**config.mk**
```make
export PLATFORM = sky130hd
export DESIGN_NAME = sha256_sha224_hash_engine
export DESIGN_NICKNAME = d
export VERILOG_FILES = /design/src/design/sha2_pkg.sv /design/src/design/sha2_datapath.sv /design/src/design/sha2_ctrl.sv /design/src/design/sha256_sha224_hash_engine.sv
export SDC_FILE = /design/constraint.sdc
export NUM_CORES = 2
export LEC_CHECK = 0
export BUFFER_PORTS_ARGS = -buffer_cell sky130_fd_sc_hd__buf_2
export CAP_MARGIN = 40
export CORE_ASPECT_RATIO = 0.7
export CORE_UTILIZATION = 59
export DETAILED_ROUTE_END_ITERATION = 6
export PLACE_DENSITY = 0.78
export SYNTH_ARGS = -nofsm -noshare
export SYNTH_HDL_FRONTEND = slang
export SYNTH_HIERARCHICAL = 1
export SYNTH_SLANG_ARGS = --single-unit
```
**constraint.sdc**
```tcl
create_clock -name clk -period 10.3 [get_ports clk]
set_input_delay 1.03 -clock clk [delete_from_list [all_inputs] [get_ports clk]]
set_output_delay 1.03 -clock clk [all_outputs]
set_load 0.02 [all_outputs]
```
**src/design/sha2_pkg.sv**
```systemverilog
`timescale 1ns / 1ps
package sha2_pkg;

  // Controller states.
  typedef enum logic [2:0] {
    ST_IDLE,
    ST_ROUND,
    ST_FOLD,
    ST_PAD,
    ST_EMIT
  } sha2_state_t;

  // Commands from the controller to the datapath.
  typedef struct packed {
    logic       start_msg;   // load initial value into chain
    logic       mode;        // mode for start_msg
    logic       wr_byte;     // write byte into block buffer
    logic [5:0] wr_idx;
    logic [7:0] wr_data;
    logic       load_sched;  // copy chain into work regs, clear round counter
    logic       round;       // run one round
    logic       fold;        // add work regs into chain
    logic       inc_block;   // unused; blocks are counted in the controller
    logic [2:0] rd_word;     // chain word to show on the output
  } sha2_cmd_t;

  typedef struct packed {
    logic [5:0] round_idx;
    logic       rounds_done;
  } sha2_stat_t;

  localparam logic CMD_ABSORB = 1'b0;
  localparam logic CMD_FINISH = 1'b1;
  localparam logic [7:0] PAD_BYTE = 8'h80;

  localparam logic [31:0] IV256 [8] = '{
    32'h6a09e667, 32'hbb67ae85, 32'h3c6ef372, 32'ha54ff53a,
    32'h510e527f, 32'h9b05688c, 32'h1f83d9ab, 32'h5be0cd19};
  localparam logic [31:0] IV224 [8] = '{
    32'hc1059ed8, 32'h367cd507, 32'h3070dd17, 32'hf70e5939,
    32'hffc00b31, 32'h68581511, 32'h64f98fa7, 32'hbefa4fa4};

  localparam logic [31:0] ROUND_K [64] = '{
    32'h428a2f98, 32'h71374491, 32'hb5c0fbcf, 32'he9b5dba5, 32'h3956c25b, 32'h59f111f1,
    32'h923f82a4, 32'hab1c5ed5, 32'hd807aa98, 32'h12835b01, 32'h243185be, 32'h550c7dc3,
    32'h72be5d74, 32'h80deb1fe, 32'h9bdc06a7, 32'hc19bf174, 32'he49b69c1, 32'hefbe4786,
    32'h0fc19dc6, 32'h240ca1cc, 32'h2de92c6f, 32'h4a7484aa, 32'h5cb0a9dc, 32'h76f988da,
    32'h983e5152, 32'ha831c66d, 32'hb00327c8, 32'hbf597fc7, 32'hc6e00bf3, 32'hd5a79147,
    32'h06ca6351, 32'h14292967, 32'h27b70a85, 32'h2e1b2138, 32'h4d2c6dfc, 32'h53380d13,
    32'h650a7354, 32'h766a0abb, 32'h81c2c92e, 32'h92722c85, 32'ha2bfe8a1, 32'ha81a664b,
    32'hc24b8b70, 32'hc76c51a3, 32'hd192e819, 32'hd6990624, 32'hf40e3585, 32'h106aa070,
    32'h19a4c116, 32'h1e376c08, 32'h2748774c, 32'h34b0bcb5, 32'h391c0cb3, 32'h4ed8aa4a,
    32'h5b9cca4f, 32'h682e6ff3, 32'h748f82ee, 32'h78a5636f, 32'h84c87814, 32'h8cc70208,
    32'h90befffa, 32'ha4506ceb, 32'hbef9a3f7, 32'hc67178f2};

endpackage

```
**src/design/sha2_datapath.sv**
```systemverilog
`timescale 1ns / 1ps
module sha2_datapath (
  input  logic               clk,
  input  logic               rst_n,
  input  sha2_pkg::sha2_cmd_t cmd,
  output sha2_pkg::sha2_stat_t stat,
  output logic [31:0]        chain_word
);
  import sha2_pkg::*;

  logic [31:0] chain_r [8];
  logic [31:0] v_r [8];
  logic [31:0] w_r [16];
  logic [5:0]  rnd_r;
  logic        done_r;

  // Round function and message schedule for the current round.
  logic [31:0] wj, t1, t2, s0, s1, se, sa, ch, mj;
  always_comb begin
    s1 = {w_r[14][16:0], w_r[14][31:17]} ^ {w_r[14][18:0], w_r[14][31:19]} ^ (w_r[14] >> 10);
    s0 = {w_r[1][6:0], w_r[1][31:7]} ^ {w_r[1][17:0], w_r[1][31:18]} ^ (w_r[1] >> 3);
    wj = (rnd_r < 6'd16) ? w_r[0] : (s1 + w_r[9] + s0 + w_r[0]);
    se = {v_r[4][5:0], v_r[4][31:6]} ^ {v_r[4][10:0], v_r[4][31:11]}
       ^ {v_r[4][24:0], v_r[4][31:25]};
    ch = (v_r[4] & v_r[5]) ^ (~v_r[4] & v_r[6]);
    sa = {v_r[0][1:0], v_r[0][31:2]} ^ {v_r[0][12:0], v_r[0][31:13]}
       ^ {v_r[0][21:0], v_r[0][31:22]};
    mj = (v_r[0] & v_r[1]) ^ (v_r[0] & v_r[2]) ^ (v_r[1] & v_r[2]);
    t1 = v_r[7] + se + ch + ROUND_K[rnd_r] + wj;
    t2 = sa + mj;
  end

  // Schedule window: w_r[0] is the word for this round, shifts by one per round.
  // Before round 16 the raw words are used; later ones are expanded in place.
  // Between compressions the window holds the block, one byte written at a time.
  always_ff @(posedge clk) begin
    if (cmd.round) begin
      for (int j = 0; j < 15; j++) begin
        w_r[j] <= w_r[j+1];
      end
      w_r[15] <= wj;
    end else if (cmd.wr_byte) begin
      w_r[cmd.wr_idx[5:2]][{~cmd.wr_idx[1:0], 3'b000} +: 8] <= cmd.wr_data;
    end
    if (cmd.load_sched) begin
      for (int j = 0; j < 8; j++) begin
        v_r[j] <= chain_r[j];
      end
    end else if (cmd.round) begin
      v_r[7] <= v_r[6];
      v_r[6] <= v_r[5];
      v_r[5] <= v_r[4];
      v_r[4] <= v_r[3] + t1;
      v_r[3] <= v_r[2];
      v_r[2] <= v_r[1];
      v_r[1] <= v_r[0];
      v_r[0] <= t1 + t2;
    end
    if (cmd.start_msg) begin
      for (int j = 0; j < 8; j++) begin
        chain_r[j] <= cmd.mode ? IV224[j] : IV256[j];
      end
    end else if (cmd.fold) begin
      for (int j = 0; j < 8; j++) begin
        chain_r[j] <= chain_r[j] + v_r[j];
      end
    end
  end

  // Round counter.
  always_ff @(posedge clk) begin
    if (!rst_n) begin
      rnd_r  <= '0;
      done_r <= 1'b0;
    end else if (cmd.load_sched) begin
      rnd_r  <= '0;
      done_r <= 1'b0;
    end else if (cmd.round) begin
      rnd_r  <= rnd_r + 6'd1;
      done_r <= (rnd_r == 6'd63);
    end
  end

  assign stat.round_idx   = rnd_r;
  assign stat.rounds_done = done_r;
  assign chain_word       = chain_r[cmd.rd_word];

endmodule

```
**src/design/sha2_ctrl.sv**
```systemverilog
`timescale 1ns / 1ps
module sha2_ctrl #(
  parameter int COUNT_BITS = 32
) (
  input  logic                 clk,
  input  logic                 rst_n,
  input  logic                 in_valid,
  output logic                 in_stall,
  input  logic                 in_cmd,
  input  logic [7:0]           in_data_byte,
  input  logic                 cfg_valid,
  output logic                 cfg_ready,
  input  logic                 cfg_hash_mode,
  output logic                 out_valid,
  input  logic                 out_stall,
  output logic [2:0]           out_word_index,
  output logic                 out_last,
  output sha2_pkg::sha2_cmd_t  cmd,
  input  sha2_pkg::sha2_stat_t stat
);
  import sha2_pkg::*;

  sha2_state_t state_r, state_nxt;
  logic        hmode_r, mmode_r, mmode_nxt, open_r, open_nxt;
  logic [5:0]  fill_r, fill_nxt;
  logic [COUNT_BITS-1:0] blocks_r, blocks_nxt;
  logic        finishing_r, finishing_nxt, last_blk_r, last_blk_nxt;
  logic [63:0] bitlen_r, bitlen_nxt;
  logic [5:0]  pad_idx_r, pad_idx_nxt;
  logic [2:0]  widx_r, widx_nxt;
  logic [5:0]  fill_now;
  logic [2:0]  lenb;

  assign cfg_ready = 1'b1;
  always_ff @(posedge clk) begin
    if (!rst_n) begin
      hmode_r <= 1'b0;
    end else if (cfg_valid) begin
      hmode_r <= cfg_hash_mode;
    end
  end

  always_ff @(posedge clk) begin
    if (!rst_n) begin
      state_r <= ST_IDLE;
      mmode_r <= 1'b0;
      open_r <= 1'b0;
      fill_r <= '0;
      blocks_r <= '0;
      finishing_r <= 1'b0;
      last_blk_r <= 1'b0;
      bitlen_r <= '0;
      pad_idx_r <= '0;
      widx_r <= '0;
    end else begin
      state_r <= state_nxt;
      mmode_r <= mmode_nxt;
      open_r <= open_nxt;
      fill_r <= fill_nxt;
      blocks_r <= blocks_nxt;
      finishing_r <= finishing_nxt;
      last_blk_r <= last_blk_nxt;
      bitlen_r <= bitlen_nxt;
      pad_idx_r <= pad_idx_nxt;
      widx_r <= widx_nxt;
    end
  end

  // Fill level as seen by the incoming word; a new message starts empty.
  assign fill_now = open_r ? fill_r : 6'd0;
  assign lenb = pad_idx_r[2:0];

  always_comb begin
    state_nxt = state_r;
    mmode_nxt = mmode_r;
    open_nxt = open_r;
    fill_nxt = fill_r;
    blocks_nxt = blocks_r;
    finishing_nxt = finishing_r;
    last_blk_nxt = last_blk_r;
    bitlen_nxt = bitlen_r;
    pad_idx_nxt = pad_idx_r;
    widx_nxt = widx_r;
    cmd = '0;
    cmd.mode = hmode_r;
    cmd.rd_word = widx_r;
    in_stall = 1'b1;
    out_valid = 1'b0;
    unique case (state_r)
      ST_IDLE: begin
        in_stall = 1'b0;
        if (in_valid) begin
          if (!open_r) begin
            cmd.start_msg = 1'b1;
            mmode_nxt = hmode_r;
            open_nxt = 1'b1;
            blocks_nxt = '0;
          end
          cmd.wr_byte = 1'b1;
          cmd.wr_idx = fill_now;
          if (in_cmd == CMD_ABSORB) begin
            cmd.wr_data = in_data_byte;
            fill_nxt = fill_now + 6'd1;
            if (fill_now == 6'd63) begin
              cmd.load_sched = 1'b1;
              finishing_nxt = 1'b0;
              state_nxt = ST_ROUND;
            end
          end else begin
            cmd.wr_data = PAD_BYTE;
            bitlen_nxt = 64'({(open_r ? blocks_r : {COUNT_BITS{1'b0}}), fill_now, 3'b000});
            finishing_nxt = 1'b1;
            pad_idx_nxt = fill_now + 6'd1;
            last_blk_nxt = 1'b0;
            // The pad byte that fills the block sends it straight to compression.
            if (fill_now == 6'd63) begin
              cmd.load_sched = 1'b1;
              state_nxt = ST_ROUND;
            end else begin
              state_nxt = ST_PAD;
            end
          end
        end
      end
      // Padding fills the buffer one byte a cycle; length goes in bytes 56..63.
      ST_PAD: begin
        cmd.wr_byte = 1'b1;
        cmd.wr_idx = pad_idx_r;
        if (pad_idx_r >= 6'd56 && (last_blk_r || fill_r < 6'd56)) begin
          cmd.wr_data = bitlen_r[8*(7-lenb) +: 8];
        end else begin
          cmd.wr_data = 8'h00;
        end
        pad_idx_nxt = pad_idx_r + 6'd1;
        if (pad_idx_r == 6'd63) begin
          cmd.load_sched = 1'b1;
          state_nxt = ST_ROUND;
        end
      end
      ST_ROUND: begin
        if (!stat.rounds_done && stat.round_idx == 6'd0 && pad_idx_r == 6'd0
            && finishing_r) begin
          cmd.round = 1'b1;
        end
        if (stat.rounds_done) begin
          state_nxt = ST_FOLD;
        end else begin
          cmd.round = 1'b1;
        end
      end
      ST_FOLD: begin
        cmd.fold = 1'b1;
        fill_nxt = '0;
        if (!finishing_r) begin
          blocks_nxt = blocks_r + {{(COUNT_BITS-1){1'b0}}, 1'b1};
          state_nxt = ST_IDLE;
        end else if (!last_blk_r && fill_r >= 6'd56) begin
          // Length did not fit: one more block of zeros and length.
          last_blk_nxt = 1'b1;
          pad_idx_nxt = '0;
          state_nxt = ST_PAD;
        end else begin
          widx_nxt = '0;
          state_nxt = ST_EMIT;
        end
      end
      ST_EMIT: begin
        out_valid = 1'b1;
        if (!out_stall) begin
          widx_nxt = widx_r + 3'd1;
          if (widx_r == (mmode_r ? 3'd6 : 3'd7)) begin
            open_nxt = 1'b0;
            fill_nxt = '0;
            state_nxt = ST_IDLE;
          end
        end
      end
      default: state_nxt = ST_IDLE;
    endcase
  end

  assign out_word_index = widx_r;
  assign out_last = (widx_r == (mmode_r ? 3'd6 : 3'd7));

  always_ff @(posedge clk) begin
    if (rst_n && out_valid) begin
      assert (state_r == ST_EMIT) else $error("output valid outside emit");
    end
  end

  a_stall: assert property (@(posedge clk) disable iff (!rst_n)
    state_r != ST_IDLE |-> in_stall)
    else $error("input taken while busy");
  a_last: assert property (@(posedge clk) disable iff (!rst_n)
    out_valid && !out_stall && out_last |=> state_r == ST_IDLE && !open_r)
    else $error("message not closed after last word");
  a_fold: assert property (@(posedge clk) disable iff (!rst_n)
    state_r == ST_ROUND && stat.rounds_done |=> state_r == ST_FOLD)
    else $error("fold skipped");

endmodule

```
**src/design/sha256_sha224_hash_engine.sv**
```systemverilog
`timescale 1ns / 1ps
// SHA-256 / SHA-224 engine taking one message byte per input word. An absorb
// word is taken at once, except the byte that completes a 64-byte block, after
// which the input stalls for 64 rounds of the single round unit, a step to
// retire the last round and one fold. A finish word writes the padding one
// byte a cycle up to the end of the block, runs one or two compressions, then
// presents the digest one word a cycle while out_stall is low: eight words for
// SHA-256, seven for SHA-224. hash_mode is sampled when a message starts.
module sha256_sha224_hash_engine #(
  parameter int COUNT_BITS = 32
) (
  input  logic        clk,
  input  logic        rst_n,
  input  logic        in_valid,
  output logic        in_stall,
  input  logic        in_cmd,
  input  logic [7:0]  in_data_byte,
  input  logic        cfg_valid,
  output logic        cfg_ready,
  input  logic        cfg_hash_mode,
  output logic        out_valid,
  input  logic        out_stall,
  output logic [31:0] out_digest_word,
  output logic [2:0]  out_word_index,
  output logic        out_last
);
  import sha2_pkg::*;

  sha2_cmd_t  cmd;
  sha2_stat_t stat;

  sha2_ctrl #(.COUNT_BITS(COUNT_BITS)) u_ctrl (
    .clk, .rst_n, .in_valid, .in_stall, .in_cmd, .in_data_byte,
    .cfg_valid, .cfg_ready, .cfg_hash_mode, .out_valid, .out_stall,
    .out_word_index, .out_last, .cmd, .stat);

  sha2_datapath u_dp (
    .clk, .rst_n, .cmd, .stat, .chain_word(out_digest_word));

endmodule
```
==> Implementation_results.wiki <==
{| class="wikitable"
! Metric !! Value
|-
| Result of the run || finished clean
|-
| Iteration-0 DRC count of the detailed router || 8983
|-
| Final hold violations || 0
|-
| Number of nets produced by synthesis || 8666
|-
| ANT nets after route || 0
|-
| Worst Path Required || 10.82 ns
|-
| Placed inst area || 80700 µm²
|-
| Launch point of the worst reg-to-reg path || u_dp/w_r[14][0]
|-
| Critical path class || reg -> reg
|-
| Gate count after technology mapping || 8045
|-
| Total length of routed met2 wires || 98600 µm
|-
| CP peak stage delay || 0.54 ns
|-
| Aggregate negative setup slack || 0 ns
|-
| Number of standard cells in the layout, taps in and fillers out || 9995
|-
| CTS max path bufs || 3
|-
| Net total in the final layout || 8787
|-
| Global-route wire length before repair || 389000 µm
|-
| CTS tree || done
|-
| Setup repair after global routing missed its margin || true
|-
| Final cell utilization of the core || 66.2%
|-
| Total Routing Usage GR || 39.8%
|-
| Worst slew slack as a fraction of its limit || 24.6%
|-
| Cell chosen for the clock root || sky130_fd_sc_hd__clkbuf_16
|-
| Height of the die || 304 µm
|-
| Number of pins with negative max-slew slack in the final report || 0
|-
| Total wire length || 267000 µm
|-
| Number of buffer cells added on primary ports || 52
|-
| Fraction of final layout cells sized beyond drive strength 1 || 11.3%
|-
| FP Rows || 110
|-
| Endpoint kind of the worst setup timing path || flop
|-
| Flop-to-flop setup slack || 0.09 ns
|-
| Sinks on Clock Net || 1124
|-
| Max layer used || met5
|-
| Slowest-stage cell, CP || sky130_fd_sc_hd__fa_1
|-
| Worst hold path stage count || 2
|-
| Core region area || 129000 µm²
|-
| Post-layout min period || 10.21 ns
|-
| Clock latency of the later-clocked register in the worst-skew pair || 0.80 ns
|-
| Amount of wire on met3 after detailed routing || 45600 µm
|-
| Max-Cap Viols || 0
|-
| Area growth from synthesis to final layout || 11.0%
|-
| Measured slew at the worst slew-check pin || 1.13 ns
|-
| Total of fill cells in the finished design || 10300
|-
| Half-perimeter wire length of the detailed placement result || 199000 µm
|-
| Crit path DAT || 10.72 ns
|-
| Number of buffers inserted by hold repair at cts || 0
|-
| Capture point of the worst reg-to-reg path || u_dp/v_r[0][31]
|-
| WL met1 || 116000 µm
|-
| Worst-path clk slew || 0.07 ns
|-
| Post-Syn Area per Cell || 9.57 µm²
|-
| H-tree Lvls || 3
|-
| Routed vias || 64800
|-
| Routability cong. || 1.12
|-
| DRC violations left || 0
|-
| Syn Std Cell Area || 77000 µm²
|-
| Warning count from the yosys run || 6
|-
| Total instance count after detailed placement || 9766
|-
| Peak fanout along the critical path || 5
|-
| Initial cell density of the core || 59.7%
|-
| Initial antenna violation count || 7
|-
| Width of the die || 434 µm
|-
| Depth of the worst register-to-register path || 44
|-
| Final global-route overflow total || 0
|-
| Sequential cell area in the final layout || 32800 µm²
|-
| Clock buffers created by TritonCTS || 113
|-
| Vias per cell || 6.49
|-
| Critical Path Most Common Cell || sky130_fd_sc_hd__inv_1
|-
| Period utilisation layout || 99.1%
|-
| Max Fclk || 0.0980 GHz
|-
| Launch point of the worst hold path || u_ctrl/bitlen_r[22]
|-
| Multi-input gate area || 41600 µm²
|-
| Hold Path Class || reg -> reg
|-
| DR WL/cell || 26.7 µm
|-
| Startpoint Class || flop
|-
| DRT Pass-1 Iters || 7
|-
| Ports || 54
|-
| Hold Path End || u_ctrl/bitlen_r[22]
|-
| Maximum number of pins on one net before global-route repair || 182
|-
| Number of global-route vias before repair || 59400
|-
| Final design area excluding fillers || 85400 µm²
|-
| Post-route clock skew || 0.0306 ns
|-
| Total Die Area || 132000 µm²
|-
| Count of final setup violators || 0
|}
==> state kept, by name (all words and copies together), names as in the netlist, 3 cells and up <==
register,cells
u_ctrl/blocks_r,32
u_ctrl/bitlen_r,38
u_dp/rnd_r,6
u_ctrl/pad_idx_r,6
u_dp/chain_r,256
u_ctrl/state_r,3
u_ctrl/fill_r,6
u_dp/v_r,256
u_dp/w_r,512
u_ctrl/out_word_index,3
==> cell type report <==
class	instances	area share (%)
antenna	4	0.0117
clock buffer	132	3.39
multi-input combinational	6079	48.8
inverter	411	1.81
sequential	1124	38.4
clock inverter	72	1.18
timing repair buffer	437	3.93
tap	1736	2.54
==> worst max path at each step <==
stage / from / endpoint / cells past startpoint
5_1_grt: u_dp/w_r[14][0] / u_dp/v_r[0][31] / 44
4_1_cts: u_dp/w_r[14][19] / u_dp/v_r[0][31] / 47
2_1_floorplan: u_dp/w_r[14][21] / u_dp/v_r[0][31] / 46
3_5_place_dp: u_dp/w_r[14][19] / u_dp/v_r[0][31] / 48
3_3_place_gp: u_dp/w_r[14][19] / u_dp/v_r[0][31] / 48
6_report: u_dp/w_r[14][0] / u_dp/v_r[0][31] / 44
==> placed cells by master, fill, tap and decap left out, types with 43 or more instances in the layout <==
master,count
sky130_fd_sc_hd__o21ai_0,909
sky130_fd_sc_hd__a21o_1,174
sky130_fd_sc_hd__mux2_2,69
sky130_fd_sc_hd__ha_1,402
sky130_fd_sc_hd__xnor2_1,367
sky130_fd_sc_hd__edfxtp_1,1024
sky130_fd_sc_hd__clkbuf_16,113
sky130_fd_sc_hd__o21bai_1,62
sky130_fd_sc_hd__nor3_1,87
sky130_fd_sc_hd__nor2b_1,54
sky130_fd_sc_hd__fa_1,194
sky130_fd_sc_hd__nand2_1,1634
sky130_fd_sc_hd__a211oi_1,53
sky130_fd_sc_hd__a21oi_1,406
sky130_fd_sc_hd__and3_1,43
sky130_fd_sc_hd__dfxtp_1,93
sky130_fd_sc_hd__nand3_1,125
sky130_fd_sc_hd__buf_2,65
sky130_fd_sc_hd__nand2b_1,124
sky130_fd_sc_hd__mux4_2,73
sky130_fd_sc_hd__o21a_1,95
sky130_fd_sc_hd__inv_1,402
sky130_fd_sc_hd__xor2_1,198
sky130_fd_sc_hd__buf_4,346
sky130_fd_sc_hd__nor2_1,323
==> per-stage QoR <==
step | setup slack (ns) | hold slack, ns
final | 0.0948 | 0.450
after global routing | -0.209 | 0.472
after CTS | -0.0458 | 0.451
after detailed placement | -0.457 | 0.442
after global placement | -0.183 | 0.435
after floorplan | 0.458 | 0.427
==> routing by layer <==
metal,vias to the layer above,GRT usage (%)
met1,31400,61.9
met2,4284,48.3
li1,28800,-
met5,-,3.64
met3,422,19.4
met4,16,8.06
==> worst max-delay path, delay by kind of cell (launching register included) <==
kind            cells  cell delay, ns
simple gates        4            0.55
xor+xnor            5            0.88
flops               1            0.51
compound gates     17            3.17
fa+ha+maj           9            3.95
buf+inv             9            0.86
==> what timing repair did <==
action / 4_1_cts / 5_1_grt
endpoints found under the setup margin: 5 / 15
resized for setup: 28 / 90
pin swaps: 10 / 58
setup buffers: 5 / 13
Power is not shown: default switching activity piles up to over one toggle a cycle in this logic, so the estimate is an artifact.
